[config.mk]
export PLATFORM = sky130hd
export DESIGN_NAME = tsl_ram
export DESIGN_NICKNAME = d
export VERILOG_FILES = /design/src/design/tsl_ram.sv
export SDC_FILE = /design/constraint.sdc
export NUM_CORES = 1
export LEC_CHECK = 0
export BUFFER_PORTS_ARGS = -buffer_cell sky130_fd_sc_hd__buf_4
export CORE_UTILIZATION = 48
export CTS_CLUSTER_DIAMETER = 80
export DETAILED_ROUTE_END_ITERATION = 7
export GPL_ROUTABILITY_DRIVEN = 0
export PLACE_DENSITY = 0.67
export SYNTH_ARGS = -nofsm -noshare
export SYNTH_HDL_FRONTEND = slang
export SYNTH_SLANG_ARGS = --single-unit
[constraint.sdc]
create_clock -name clk_i -period 2 [get_ports clk_i]
set_input_delay 0.4 -clock clk_i [delete_from_list [all_inputs] [get_ports clk_i]]
set_output_delay 0.4 -clock clk_i [all_outputs]
set_load 0.005 [all_outputs]
[src/design/tsl_ram.sv]
// Generic single-write, single-read synchronous RAM with registered read.
module tsl_ram #(
  parameter int unsigned WIDTH = 8,
  parameter int unsigned DEPTH = 16,
  parameter int unsigned AW    = (DEPTH > 1) ? $clog2(DEPTH) : 1
) (
  input  logic             clk_i,
  input  logic             we_i,
  input  logic [AW-1:0]    waddr_i,
  input  logic [WIDTH-1:0] wdata_i,
  input  logic [AW-1:0]    raddr_i,
  output logic [WIDTH-1:0] rdata_o
);

  logic [WIDTH-1:0] mem [DEPTH];

  // Write port and registered read port
  always_ff @(posedge clk_i) begin
    if (we_i) begin
      mem[waddr_i] <= wdata_i;
    end
    rdata_o <= mem[raddr_i];
  end

endmodule

==> results.yml <==
run_status:
  outcome: "finished clean"
layout:
  final-seq-area_sq_um: 4000
  fin_nets: 305
  fillerInstances: 736
  layoutNonFillerInstCount: 436
  num_antenna_cells: 0
  multi_input_area_sq_um: 1060
  drive_gt1_share_pct: 32.7
  area_growth_pct: 20.5
critical_path:
  cp-startpoint: "raddr_i[0]"
  r2r-start: "mem[1][1]$_DFFE_PP_"
  cp-start-kind: "input port"
  arrival_ns: 1.82
  crit_required_ns: 2.39
  path_class: "input port to flip-flop"
  endpoint_kind: "flip-flop"
  critPathMaxFanout: 15
yosys:
  synth_top_family_by_area: "multiplexers"
  syn_nets: 247
  synth_compound_area_share_pct: 2.33
  syn_inst: 229
  synth_cell_types: 19
  synth.mux.area_fraction_pct: 15.0
  synth-seq-cells: 136
  synth_xor_area_share_pct: 0
  syn_area_sq_um: 5150
  synth_fa_ha_area_share_pct: 0
  yosysSeqAreaShare_pct: 77.8
  synth_area_per_cell_sq_um: 22.5
  yosys.area_share.simple_pct: 3.18
  synth_warnings: 0
cts:
  clockRootBuffer: "clkbuf_8"
  clock_path_buffers: 2
  cts_tree: "done"
  clkTransAtPathRegs_ns: 0.06
  post-cts-setup-buffer-count: 0
  postCtsHoldBufs: 0
  cts_buffers: 17
  ctsResizeCount: 0
  htree_levels: 4
  clock_latency_ns: 0.51
  cts_sinks: 136
floorplan:
  die_h_um: 106
  num_io_pins: 26
  die_x_um: 106
  fp.dieArea_sq_um: 11100
  core_sq_um: 10400
  start_util_pct: 49.6
  rows: 37
run:
  maxCapViolCount: 0
global_route:
  use_met1_pct: 27.3
  grt_pass1_wl_mm: 14.8
  globalRouteMet2Util_pct: 29.8
  grt_usage_pct: 19.6
  grt_max_degree: 29
  antenna_found_initial: 0
  grt-busiest-layer: "met2"
  grt-ovfl-total: 0
  grt_util_met3_pct: 5.57
  first_global_vias: 2454
timing:
  rsz0062_at_grt: "no"
  period_needed_ns: 1.42
  setup_ws_ns: 0.576
  finalSetupTns_ns: 0
  tightest_slew_ns: 0.446
  clock-skew-final_ns: 0.00568
  hold_viol_final: 0
  maxSlewViolCount: 0
  maxSlewHeadroom_pct: 70.3
  fmax_ghz: 0.702
  fin_crit_sh_pct: 71.2
  setup_violations: 0
place:
  dp_hpwl_mm: 6.15
  portBuffers: 25
  place_ws_ns: 0.0375
  placedCellCount: 404
detailed_routing:
  drc: 0
  wl_per_cell_um: 22.8
  totalWireLength_mm: 9.93
  final_antenna_net_count: 0
  drtPass1Iterations: 4
  viasPerCell: 5.62
  drt-initial-drc-count: 169
  vias: 2450
power:
  p_total_w: 0.00658
  pwr-share-seq_pct: 48.7
  p_leak_nw: 2.13
  p_sw_share_pct: 20.3
  p_int_w: 0.00525
  p_clk_share_pct: 46.5
  pwr-share-comb_pct: 4.8
  power.switching_w: 0.00134
  vdd_drop_max_uv: 489
  p_per_area_nw_per_um2: 1060
hold_path:
  min_from: "wdata_i[6]"
  min_path_type: "input port to flip-flop"
final cells by class:
type | instances | area share [%]
clock buffers | 19 | 6.80
flip-flops and latches | 136 | 64.6
well taps | 136 | 2.74
repair buffers | 49 | 6.13
clock inverters | 13 | 2.72
multi-input cells | 83 | 17.0
per-stage QoR:
| step | cell area, sq um | util, % | hold slack, ns |
|---|---|---|---|
| after floorplan | 5150 | - | 0.499 |
| after global placement | 5610 | 54.1 | 0.647 |
| after detailed placement | 5610 | 54.1 | 0.657 |
| after CTS | 6200 | 59.8 | 0.174 |
| after global routing | 6200 | 59.8 | 0.179 |
| final | 6200 | 59.8 | 0.197 |
worst paths after layout:
kind                         end  slack, ns  cells after the start
min          mem[7][6]$_DFFE_PP_       0.20                      1
max reg2reg   rdata_o[1]$_DFF_P_       0.60                      3
max           rdata_o[5]$_DFF_P_       0.58                      5
min reg2reg   rdata_o[2]$_DFF_P_       0.67                      3
layer usage:
metal,share of wire [%],up-vias
li1,-,1092
met1,45,1277
met2,49,71
met3,4.9,10
met4,1.0,0
met5,0,-
power by group through the flow:
stage | logic, W | registers [W] | clock network, W
after global placement | 0.000307 | 0.00327 | 0
after detailed placement | 0.000315 | 0.00327 | 0
final | 0.000313 | 0.00321 | 0.00306
after floorplan | 0.000162 | 0.00326 | 0
after CTS | 0.000317 | 0.00321 | 0.00310
after global routing | 0.000336 | 0.00321 | 0.00323
cells by family after synthesis:
logic type	Yosys count
muxes	32
and+or+nand+nor	35
AOI/OAI and AO/OA	16
DFF	136
buffers and inverters	10
cell usage after synthesis (all sizes together):
master,n,area [sq um]
a22oi,16,120
and2,1,6.26
and2b,1,7.51
buf,7,56.3
clkdlybuf4s25,3,30.0
dfxtp,8,160
edfxtp,128,3840
mux4,32,773
nand2,9,33.8
nand2b,2,12.5
nand3,1,5.00
nand3b,2,15.0
nor2,13,48.8
nor2b,1,6.26
nor3,4,20.0
or3b,1,8.76
flip-flops by register name (all words and copies together), names as in the netlist:
| signal | flops |
|---|---|
| mem | 128 |
| rdata_o | 8 |
layout by cell type, fill, tap and decap left out, drive strengths merged:
| master | n |
|---|---|
| a22oi | 16 |
| and2 | 1 |
| and2b | 1 |
| buf | 49 |
| bufinv | 3 |
| clkbuf | 19 |
| clkinv | 6 |
| clkinvlp | 1 |
| dfxtp | 8 |
| edfxtp | 128 |
| inv | 3 |
| mux4 | 32 |
| nand2 | 9 |
| nand2b | 2 |
| nand3 | 1 |
| nand3b | 2 |
| nor2 | 13 |
| nor2b | 1 |
| nor3 | 4 |
| or3b | 1 |
worst max-delay path: stages:
cell	delay, ns
buf_4	0.26
buf_12	0.21
mux4_1	0.57
a22oi_1	0.28
nand2_1	0.07
Note: power is estimated with default switching activity, not from simulation.
