**src/design/tsl_pkg.sv**
```systemverilog
// Shared types, constants and helpers of the tabular Sarsa(lambda) learner.
package tsl_pkg;

  // Default table geometry
  localparam int unsigned NUM_STATES_DEF  = 256;
  localparam int unsigned NUM_ACTIONS_DEF = 8;

  // Field widths
  localparam int unsigned Q_W   = 24;  // value and TD error, 12 fraction bits
  localparam int unsigned T_W   = 16;  // trace, 10 fraction bits
  localparam int unsigned P_W   = 17;  // pursuit probability, 16 fraction bits
  localparam int unsigned CFG_W = 17;
  localparam int unsigned IDX_W = 3;
  localparam int unsigned AD_W  = 42;  // alpha * delta
  localparam int unsigned PR_W  = 59;  // alpha * delta * trace

  // Trace constants
  localparam logic [T_W-1:0] TRACE_ONE  = 16'd1024;
  localparam logic [T_W-1:0] TRACE_KEEP = 16'd11;

  // Register clamps
  localparam logic [CFG_W-1:0] FRAC_ONE  = 17'd65536;
  localparam logic [15:0]      RATE_MAX  = 16'd64880;

  // Register indexes
  localparam logic [IDX_W-1:0] REG_LEARN   = 3'd0;
  localparam logic [IDX_W-1:0] REG_DISC    = 3'd1;
  localparam logic [IDX_W-1:0] REG_DECAY   = 3'd2;
  localparam logic [IDX_W-1:0] REG_EXPLORE = 3'd3;
  localparam logic [IDX_W-1:0] REG_PURSUIT = 3'd4;
  localparam logic [IDX_W-1:0] REG_QLEARN  = 3'd5;
  localparam logic [IDX_W-1:0] REG_SELECT  = 3'd6;
  localparam logic [IDX_W-1:0] REG_REPLACE = 3'd7;

  // Selection modes
  localparam logic [1:0] SEL_EPS     = 2'd0;
  localparam logic [1:0] SEL_PURSUIT = 2'd1;
  localparam logic [1:0] SEL_FORCED  = 2'd2;

  // Commands
  localparam logic CMD_STEP = 1'b0;
  localparam logic CMD_END  = 1'b1;

  // Sweep control handed to every lane
  typedef struct packed {
    logic signed [AD_W-1:0] ad;
    logic [T_W-1:0]         gl;
    logic                   keep;
  } lane_ctl_t;

  // Saturate a wide signed sum to the 24-bit value range
  function automatic logic signed [Q_W-1:0] sat_q(input logic signed [39:0] x);
    logic signed [39:0] hi;
    logic signed [39:0] lo;
    hi = 40'sd8388607;
    lo = -40'sd8388608;
    if (x > hi) begin
      sat_q = 24'sh7FFFFF;
    end else if (x < lo) begin
      sat_q = -24'sh800000;
    end else begin
      sat_q = x[Q_W-1:0];
    end
  endfunction

endpackage

```
**src/design/tsl_lane.sv**
```systemverilog
// One action lane of the table sweep: value update and trace decay.
module tsl_lane (
  input  logic                      clk_i,
  input  logic                      en_i,
  input  logic signed [tsl_pkg::Q_W-1:0] value_i,
  input  logic [tsl_pkg::T_W-1:0]   trace_i,
  input  tsl_pkg::lane_ctl_t        ctl_i,
  output logic signed [tsl_pkg::Q_W-1:0] value_o,
  output logic [tsl_pkg::T_W-1:0]   trace_o
);
  import tsl_pkg::*;

  logic signed [PR_W-1:0] prod_q;
  logic signed [Q_W-1:0]  val_q;
  logic [T_W-1:0]         nt_q;
  logic                   elig_q;
  logic                   elig;
  logic [31:0]            tdec;

  assign elig = (trace_i >= TRACE_KEEP);
  assign tdec = 32'(trace_i) * 32'(ctl_i.gl);

  // Stage one: products of the eligible entry
  always_ff @(posedge clk_i) begin
    if (en_i) begin
      prod_q <= ctl_i.ad * $signed({1'b0, trace_i});
      val_q  <= value_i;
      elig_q <= elig;
      nt_q   <= (elig && ctl_i.keep) ? tdec[31:16] : '0;
    end
  end

  // Stage two: floor shift, accumulate, saturate
  assign value_o = elig_q ? sat_q(40'(val_q) + 40'(prod_q >>> 26)) : val_q;
  assign trace_o = nt_q;

endmodule

```
**config.mk**
```make
export PLATFORM = sky130hd
export DESIGN_NAME = tsl_lane
export DESIGN_NICKNAME = d
export VERILOG_FILES = /design/src/design/tsl_pkg.sv /design/src/design/tsl_lane.sv
export SDC_FILE = /design/constraint.sdc
export NUM_CORES = 2
export LEC_CHECK = 0
export ABC_AREA = 1
export BUFFER_PORTS_ARGS = -buffer_cell sky130_fd_sc_hd__buf_2
export CAP_MARGIN = 0
export CORE_AREA = 2 2 357 359
export CTS_BUF_LIST = sky130_fd_sc_hd__clkbuf_4 sky130_fd_sc_hd__clkbuf_8 sky130_fd_sc_hd__clkbuf_16
export DETAILED_ROUTE_END_ITERATION = 7
export DIE_AREA = 0 0 359 361
export PLACE_DENSITY = 0.43
export SLEW_MARGIN = 40
export SYNTH_ARGS = -nofsm -noshare
export SYNTH_HDL_FRONTEND = slang
export SYNTH_SLANG_ARGS = --single-unit
```
**constraint.sdc**
```tcl
create_clock -name clk_i -period 20.1 [get_ports clk_i]
set_clock_uncertainty 0.15 [all_clocks]
set_input_delay 4.02 -clock clk_i [delete_from_list [all_inputs] [get_ports clk_i]]
set_output_delay 4.02 -clock clk_i [all_outputs]
set_load 0.01 [all_outputs]
```
==> summary.md <==
| Metric | Value |
|---|---|
| Status | `finished, final reports clean` |
| Wire length of the first global-routing pass | `188.5 mm` |
| TNS Setup | `0 ns` |
| Ratio of cells with drive above 1 in the final layout | `4.283%` |
| Hold Path Depth | `1` |
| Post-route minimum period | `10.85 ns` |
| Final setup fails | `0` |
| FFs w/ async S/R, synth | `0%` |
| CTS tree | `done` |
| DR pass1 iterations | `5` |
| Detailed-route wire length | `117.5 mm` |
| Max-cap viol count | `0` |
| RSZ-0062 raised after global routing | `false` |
| DIE AREA | `129600 µm²` |
| #FFs+latches synth | `74` |
| Worst-path clk slew | `0.08 ns` |
| Vias in the first global route | `32590` |
| Worst-Margin Slew | `0.7752 ns` |
| Syn Inst Count | `5001` |
| CP Max Fanout | `40` |
| Starting density of the core | `29.97%` |
| Post-route ant nets | `0` |
| Vias per cell | `4.430` |
| Synth cell types | `42` |
| CTS Hold Buffers Added | `0` |
| Syn. warnings | `0` |
| Post-CTS Resized | `0` |
| Worst EP arrival | `10.83 ns` |
| Top cell by count, worst path | `fa_1` |
| WP depth | `23` |
| Avg WL per Cell | `17.79 µm` |
| TritonCTS Sinks | `74` |
| Worst path bufs/invs | `6` |
| F_max | `92.18 MHz` |
| Pins Over Slew Limit | `0` |
| Startpoint Class | `input pin` |
| Root Buffer | `clkbuf_16` |
| Final #Nets | `6136` |
| Core ar. | `125400 µm²` |
| Synthesized area | `37580 µm²` |
| Sequential share of the synthesized area | `5.913%` |
| Req. time, crit path | `20.09 ns` |
| GRT Residual Overflow | `0` |
| Delay-heaviest family, CP | `adder cells` |
| DP Wirelength | `95.16 mm` |
| Chip width | `359 µm` |
| Crit path cell chain | `buf_2 > buf_4 > nand2_1 > fa_1 > inv_1 > fa_1 > fa_1 > fa_1 > fa_1 > inv_1 > fa_1 > inv_1 > ha_1 > a21oi_1 > nor2_1 > nor2_1 > inv_1 > a21boi_0 > o21ai_0 > a21oi_1 > o21ai_0 > a21oi_1 > xnor2_1` |
| CTS H-tree depth | `3` |
| Mean Syn Cell Area | `7.515 µm²` |
| Post-synth top flop | `edfxtp_1` |
| IO Port Bufs | `140` |
| Largest net degree at the start of global routing | `60` |
| Final hold viol count | `0` |
| Setup Buffers After CTS | `0` |
| Slew headroom | `47.85%` |
| Post-synth EDFFs | `74` |
| Placed Cells | `6584` |
| Row Count | `130` |
| Starting DRT DRC Count | `1529` |
| Leading cell type in the layout, fill and taps excluded | `inv_1` |
| Crit path max-delay cell type | `buf_4` |
| DR DRC count | `0` |
| IO Count | `141` |
| Total CTS buffers | `9` |
| Synth Net Count | `6192` |
| Via count | `29260` |
| Worst min path class | `in -> reg` |
| Chip Height | `361 µm` |
| Highest-count cells in the layout ignoring fill and taps | `inv_1, nand2_1, fa_1` |
| Crit-path max cell delay | `0.62 ns` |
| Non-Filler Instances | `6605` |
| Worst Path Class, Setup | `in -> reg` |
| Area grow syn2layout | `6.352%` |
| GRT Overall Usage | `18.75%` |
| Final Cycle Share | `53.97%` |
| Final Wtd Congestion | `0.8917` |
| Critical path endpoint category | `register` |
| Longest Clk Path Bufs | `2` |
| Antenna violations before repair | `11` |
[cell type report]
type / instances / area [µm²]
antenna: 5 / 12.51
clock buffer: 10 / 232.7
clock inverter: 6 / 66.31
fill: 13620 / 85440
inverter: 1548 / 5811
multi-input combinational: 3150 / 28660
sequential: 74 / 2222
tap: 1650 / 2064
timing repair buffer: 162 / 903.4
[per-layer routing]
metal	part of all wire, %	track usage (%)	vias up
met5	0.055	0	-
met4	1.9	3.797	10
met3	4.1	2.381	113
met2	47	31.92	571
met1	47	25.55	14570
li1	-	-	14000
[cell families (layout without fill, tap and decap cells)]
family          after synthesis  count (layout)  synth area share, %
fa+ha+maj                  1090            1090                52.69
other cells                   0               5                    0
flops                        74              74                5.913
compound gates              310             310                4.558
xor+xnor                     65              65                1.515
simple gates               1685            1685                17.49
buf+inv                    1777            1726                17.84
[sequential cells by signal, indices dropped and copies added, names as in the netlist]
| name | count |
|---|---|
| prod_q | 33 |
| val_q | 24 |
| trace_o | 16 |
| elig_q | 1 |
[Yosys cell counts, types with 3 or more instances]
cell type     n  area share (%)
xor2_1       36            0.84
inv_1      1546              15
nor2_2        8            0.13
buf_6         4            0.12
o21bai_1      6            0.12
o21a_1        9            0.18
nor3_1       15            0.20
nand2_2      16            0.27
nand3_1      52            0.69
o2111ai_1     3           0.070
a31oi_1      27            0.45
xnor2_1      29            0.68
o211ai_1      7            0.14
nand4_1       9            0.15
ha_1        269             9.0
nand2_1    1401              14
edfxtp_1     74             5.9
nor4_1       11            0.18
o21ai_0      80             1.1
nor2_1      161             1.6
buf_1        21            0.21
clkbuf_1    202             2.0
a21oi_1     160             2.1
a21boi_0      4           0.080
fa_1        821              44
a21o_1        3           0.060
[path summary, 6_finish.rpt]
check  startpoint              endpoint  slack, ns
min    value_i[3]    val_q[3]$_DFFE_PP_       3.64
max    trace_i[8]  prod_q[43]$_DFFE_PP_       9.25
[per-stage QoR]
stage | cell area, µm² | setup WS [ns] | utilization, % | hold slack, ns
2_1_floorplan | 37580 | 10.26 | - | 3.969
3_3_place_gp | 39610 | 9.009 | 31.59 | 4.049
3_5_place_dp | 39660 | 8.940 | 31.62 | 4.048
4_1_cts | 39960 | 9.360 | 31.86 | 3.603
5_1_grt | 39970 | 8.983 | 31.87 | 3.605
6_report | 39970 | 9.251 | 31.87 | 3.638
Power is left out: the tool's default activity adds up to more than one toggle a clock period on the data nets, which glitch-free logic cannot reach.
